**config.mk**
```make
export PLATFORM = sky130hd
export DESIGN_NAME = swss_div
export DESIGN_NICKNAME = d
export VERILOG_FILES = /design/src/rtl/swss_div.sv
export SDC_FILE = /design/constraint.sdc
export NUM_CORES = 2
export LEC_CHECK = 0
export BUFFER_PORTS_ARGS = -buffer_cell sky130_fd_sc_hd__buf_2
export CORE_MARGIN = 4
export CORE_UTILIZATION = 50
export CTS_BUF_LIST = sky130_fd_sc_hd__clkbuf_8
export DETAILED_ROUTE_END_ITERATION = 7
export PLACE_DENSITY = 0.7
export SYNTH_ARGS = -nofsm -noshare
export SYNTH_HDL_FRONTEND = slang
export SYNTH_SLANG_ARGS = --single-unit
```
**constraint.sdc**
```tcl
create_clock -name aclk -period 4.93 [get_ports aclk]
set_input_delay 0.7395 -clock aclk [delete_from_list [all_inputs] [get_ports aclk]]
set_output_delay 0.7395 -clock aclk [all_outputs]
set_load 0.1 [all_outputs]
```
**src/rtl/swss_div.sv**
```systemverilog
module swss_div #(
    parameter int DVD_W = 43,
    parameter int DVS_W = 29,
    parameter int Q_W   = 21
) (
    input  logic             aclk,
    input  logic             en,
    input  logic [DVD_W-1:0] dividend,
    input  logic [DVS_W-1:0] divisor,
    output logic [Q_W-1:0]   quotient
);

    // Restoring division, one quotient bit per stage. The caller guarantees
    // that the quotient fits in Q_W bits, so the upper dividend bits start
    // out below the divisor.
    logic [DVS_W-1:0] rem_in [0:Q_W-1];
    logic [Q_W-1:0]   lo_in  [0:Q_W-1];
    logic [DVS_W-1:0] dvs_in [0:Q_W-1];
    logic [Q_W-1:0]   q_in   [0:Q_W-1];

    logic [DVS_W-1:0] rem_reg [0:Q_W-2];
    logic [Q_W-1:0]   lo_reg  [0:Q_W-2];
    logic [DVS_W-1:0] dvs_reg [0:Q_W-2];
    logic [Q_W-1:0]   q_reg   [0:Q_W-1];

    assign rem_in[0] = DVS_W'(dividend[DVD_W-1:Q_W]);
    assign lo_in[0]  = dividend[Q_W-1:0];
    assign dvs_in[0] = divisor;
    assign q_in[0]   = '0;

    for (genvar i = 0; i < Q_W; i++) begin : g_stage
        logic [DVS_W:0]   shifted;
        logic [DVS_W:0]   diff;
        logic             ge;
        logic [DVS_W-1:0] rem_next;
        logic [Q_W-1:0]   lo_next;
        logic [Q_W-1:0]   q_next;

        if (i > 0) begin : g_link
            assign rem_in[i] = rem_reg[i-1];
            assign lo_in[i]  = lo_reg[i-1];
            assign dvs_in[i] = dvs_reg[i-1];
            assign q_in[i]   = q_reg[i-1];
        end

        always_comb begin
            shifted  = {rem_in[i], lo_in[i][Q_W-1]};
            diff     = shifted - {1'b0, dvs_in[i]};
            ge       = (shifted >= {1'b0, dvs_in[i]});
            rem_next = ge ? diff[DVS_W-1:0] : shifted[DVS_W-1:0];
            lo_next  = {lo_in[i][Q_W-2:0], 1'b0};
            q_next   = {q_in[i][Q_W-2:0], ge};
        end

        always_ff @(posedge aclk) begin
            if (en) begin
                q_reg[i] <= q_next;
            end
        end

        if (i < Q_W - 1) begin : g_carry
            always_ff @(posedge aclk) begin
                if (en) begin
                    rem_reg[i] <= rem_next;
                    lo_reg[i]  <= lo_next;
                    dvs_reg[i] <= dvs_in[i];
                end
            end
        end
    end

    assign quotient = q_reg[Q_W-1];

endmodule

```
* Word level (Yosys, flattened, before mapping)
Memories as Yosys holds them, arrays and structs flattened.
Index checks and enable logic that the tools add are counted.
** Storage, ports and cells
- Bits in registers :: 0
- Bits in latches :: 0
- Bits in writable memories :: 2001
- ROM bits :: 0
- Input port bits :: 74
- Output and inout port bits :: 21
- Word-level logic and storage cells :: 67
- Memories kept :: 4
** Cells by class
- $add $sub $neg :: 20
- Multiply operators :: 0
- Div/mod/pow operators :: 0
- Order comparisons :: 21
- Eq/ne operators :: 0
- Shift operators :: 0
- Multiplexer cells :: 22
- Bitwise gates (word level) :: 0
- Reductions and logical operators :: 0
** Memories
- dvs_reg :: words 20, width 29, read ports 20, clocked after Yosys merged registers in 0, wr ports 20, line 23 : logic [DVS_W-1:0] dvs_reg [0:Q_W-2];
- rem_reg :: words 20, width 29, read ports 20, clocked after Yosys merged registers in 0, wr ports 20, line 21 : logic [DVS_W-1:0] rem_reg [0:Q_W-2];
- q_reg :: words 21, width 21, read ports 21, clocked after Yosys merged registers in 0, wr ports 21, line 24 : logic [Q_W-1:0] q_reg [0:Q_W-1];
- lo_reg :: words 20, width 20, read ports 20, clocked after Yosys merged registers in 0, wr ports 20, line 22 : logic [Q_W-1:0] lo_reg [0:Q_W-2];
** Operator list (number)
- $ge 30x29->1 :: 20
- $mux 29 :: 20
- $sub 29x29->29 :: 19
- $ge 23x29->1 :: 1
- $sub 23x29->29 :: 1
- $mux 1 :: 2

* Longest topological paths before layout
An unclocked memory read counts as a cell.
- Word-level depth :: 3
- Mapped depth :: 16
- Mapped depth without buffers :: 15

* Worst setup path before layout
OpenSTA, ideal clock, no wires.
- Path type :: input to register
- From :: in divisor[1]
- To :: mem rem_reg[0][13] (data pin)
- Setup time :: 0.260 ns
- Arrival time :: 3.331 ns
- Slack :: 1.339 ns
- Stages :: 13
- Path buffers :: 1
- Cell sequence :: inv_1 -> ha_1 -> nor2b_1 -> o21ai_0 -> a21oi_1 -> o21ai_0 -> a211oi_1 -> o31a_1 -> o211ai_1 -> a21oi_1 -> a41oi_1 -> buf_2 -> mux2_2
** RTL lines
- from (decl) :: line 9 : input logic [DVS_W-1:0] divisor,
- to (decl) :: line 21

==> key figures <==
Run status
  • Outcome: finished clean

Flow run
  • # Max-Cap Violations: 0

STA
  • RSZ-0062 raised after global routing: false
  • Endpoints failing setup: 0
  • Setup TNS: 0 ns
  • Max Freq: 229.5 MHz
  • Worst-Margin Slew: 1.061 ns
  • Final Hold Viols: 0
  • Skew final: 0.07550 ns
  • Fin crit period: 4.357 ns
  • Worst slew margin: 0.2747
  • Max-slew violation count: 0
  • Crit share post-route: 0.8838
  • Setup ws final: 0.5730 ns

Synthesis
  • Synthesized area: 84860 sq um
  • Post-Syn Area per Cell: 11.88 sq um
  • Asr flop ratio synth: 0
  • Syn nets: 7839
  • Sequential area share after synthesis: 0.5666
  • Unique masters post-synth: 94
  • Synth area leaders: edfxtp_1, ha_1, inv_1, a21oi_1, xnor2_1
  • Post-synth top area share: 0.5666
  • Post-synth EDFFs: 1601
  • Flops & latches, synth: 1601
  • Gate Count Post-Synth: 7142
  • Leading area contributor after synthesis: edfxtp_1
  • Ys Warns: 0
  • Main synth FF type: edfxtp_1

Floorplanning
  • Die width: 420.0 um
  • Core area: 168000 sq um
  • Rows: 150
  • Initial Util: 0.5052
  • Die height: 420.0 um
  • # IOs: 95
  • Die area: 176400 sq um

Route
  • Routed WL: 204000 um
  • TritonRoute pass-1 iters: 6
  • DRC: 0
  • Via count: 55920
  • Vias/cell: 5.628
  • DRT antenna net count: 0
  • Wire per inst: 20.53 um
  • Initial DRC Count: 4539

CTS
  • Resize count post-CTS: 0
  • CTS clk-pin slew, worst paths: 0.06 ns
  • CTS tree: done
  • Root buffer cell: clkbuf_8
  • Clock Tree Buf Depth: 4
  • Hold buffer count at CTS: 72
  • Clk_lat worst skew: 1.03 ns
  • Post-CTS Setup Bufs: 0
  • H-tree levels: 5
  • Clock sinks: 1601
  • CTS Buf Count: 295

Global routing
  • Met3 Track Usage GR: 0.03389
  • Vias in the first global route: 55910
  • GRT Total Usage: 0.2303
  • Most used routing layer: met2
  • Met1 usage: 0.2723
  • First-pass GRT wire length: 314900 um
  • Largest net degree at the start of global routing: 157
  • Met2 global-route usage: 0.4003
  • Grt ovf: 0
  • Initial antenna violation count: 3

Power and ir drop
  • Worst VDD drop: 373.0 uV
  • Pwr Density: 632.7 nW/um^2
  • Static leakage: 38.74 nW

Cells and area
  • Final Non-Filler Cells: 9935
  • Layout fillers: 13820
  • Final Cell Area: 94380 sq um
  • Layout net count: 8232
  • FF/Latch Area: 48080 sq um
  • Area occupied by multi-input gates: 33300 sq um
  • Final core utilization: 0.5619
  • Fraction of layout cells with a size suffix above 1: 0.1076
  • Area Growth Syn to Fin: 11.23%

Min path
  • Hold WC Path Type: in -> reg

Critical path
  • Startpoint type of the worst setup path: register
  • R2R Setup Slk: 0.57 ns
  • Critical path class: reg -> reg
  • Worst EP arrival: 5.09 ns
  • Crit path max fanout: 54
  • Critical path required time: 5.66 ns
  • Worst setup EP type: register

Placed design
  • Detail Placement HPWL: 153600 um
  • DP Area: 88340 sq um
  • Port bufs: 94
  • Worst slack, placed: 0.6269 ns
  • Placer Congestion: 0.9514
  • Placed cells: 9370
==> worst paths after layout <==
path / startpoint / end / depth (start not counted)
setup / recovery: dvs_reg[2][29] / rem_reg[2][75] / 12
hold / removal: en / lo_reg[0][5] / 1
setup reg to reg: dvs_reg[2][29] / rem_reg[2][75] / 12
hold reg to reg: q_reg[1][6] / q_reg[1][28] / 0
==> cell usage after synthesis, types with 34 or more instances <==
cell	instances
a21oi_1	544
nand2b_1	74
nor3_1	96
xnor2_1	300
and3_1	46
nor2_1	363
nand3_1	102
ha_1	603
clkbuf_1	94
inv_1	761
edfxtp_1	1601
buf_2	45
a31oi_1	63
o21bai_1	56
a211oi_1	34
nand2_1	490
mux2_2	195
nand4_1	97
xor2_1	191
a21o_1	289
o21ai_0	440
o21a_1	69
nor2b_1	90
==> critical path, cell delays in order, from the launching register on <==
cell	delay, ns
edfxtp_1	0.38
ha_1	0.25
fa_1	0.41
nor2b_1	0.13
o21ai_0	0.17
a21oi_1	0.25
or3_1	0.25
a21oi_2	0.12
o41ai_2	0.54
a221oi_1	0.15
o21a_1	0.22
o41a_2	0.76
mux2_2	0.42
==> cell type report <==
| class | instances | area share |
|---|---|---|
| flip-flops and latches | 1601 | 0.5094 |
| multi-input cells | 4626 | 0.3528 |
| clock buffers | 301 | 0.04389 |
| inverters | 762 | 0.03030 |
| well taps | 2204 | 0.02922 |
| repair buffers | 249 | 0.02190 |
| clock inverters | 187 | 0.01241 |
| diodes | 5 | 0.0001326 |
==> stage by stage <==
step / power, mW / hold slack [ns]
CTS: 59.98 / 0.1726
global placement: 47.34 / 0.4006
global route: 63.70 / 0.1984
floorplan: 40.48 / 0.4003
finish: 59.72 / 0.2571
detailed placement: 47.78 / 0.4045
==> where the power goes <==
part / internal, mW / leakage (nW) / total [mW] / switching, mW
clock network: 6.38 / 2.95 / 11.8 / 5.42
registers: 19.7 / 15.7 / 21.9 / 2.21
logic: 11.3 / 20.1 / 26.0 / 14.7
total: 37.4 / 38.7 / 59.7 / 22.4
==> metal layers <==
metal / vias to the layer above / wire, um
li1: 27030 / -
met1: 26690 / 81370
met4: 0 / 12460
met2: 1622 / 101000
met5: - / 0
met3: 574 / 9171
==> cell usage in the layout (no fill, tap or decap), drive strengths merged, types with 27 or more instances in the layout <==
cell type	instances
edfxtp	1601
inv	823
ha	603
a21oi	547
nand2	490
o21ai	461
nor2	363
clkbuf	301
xnor2	300
a21o	289
mux2	205
xor2	191
buf	177
clkinv	105
nand3	102
nand4	97
nor3	97
nor2b	91
nand2b	74
dlygate4sd3	72
o21a	69
a31oi	64
o21bai	56
and3	47
a211oi	41
o31ai	39
or3	29
o211ai	28
nor4	27
==> kinds of logic after synthesis <==
logic type / Yosys count / share of synthesized area
buf+inv: 915 / 0.04193
compound gates: 1773 / 0.1320
simple gates: 1512 / 0.08522
fa+ha+maj: 623 / 0.09363
mux: 227 / 0.03002
flops: 1601 / 0.5666
xor+xnor: 491 / 0.05068
No activity file was read; power rests on OpenSTA's default activity.
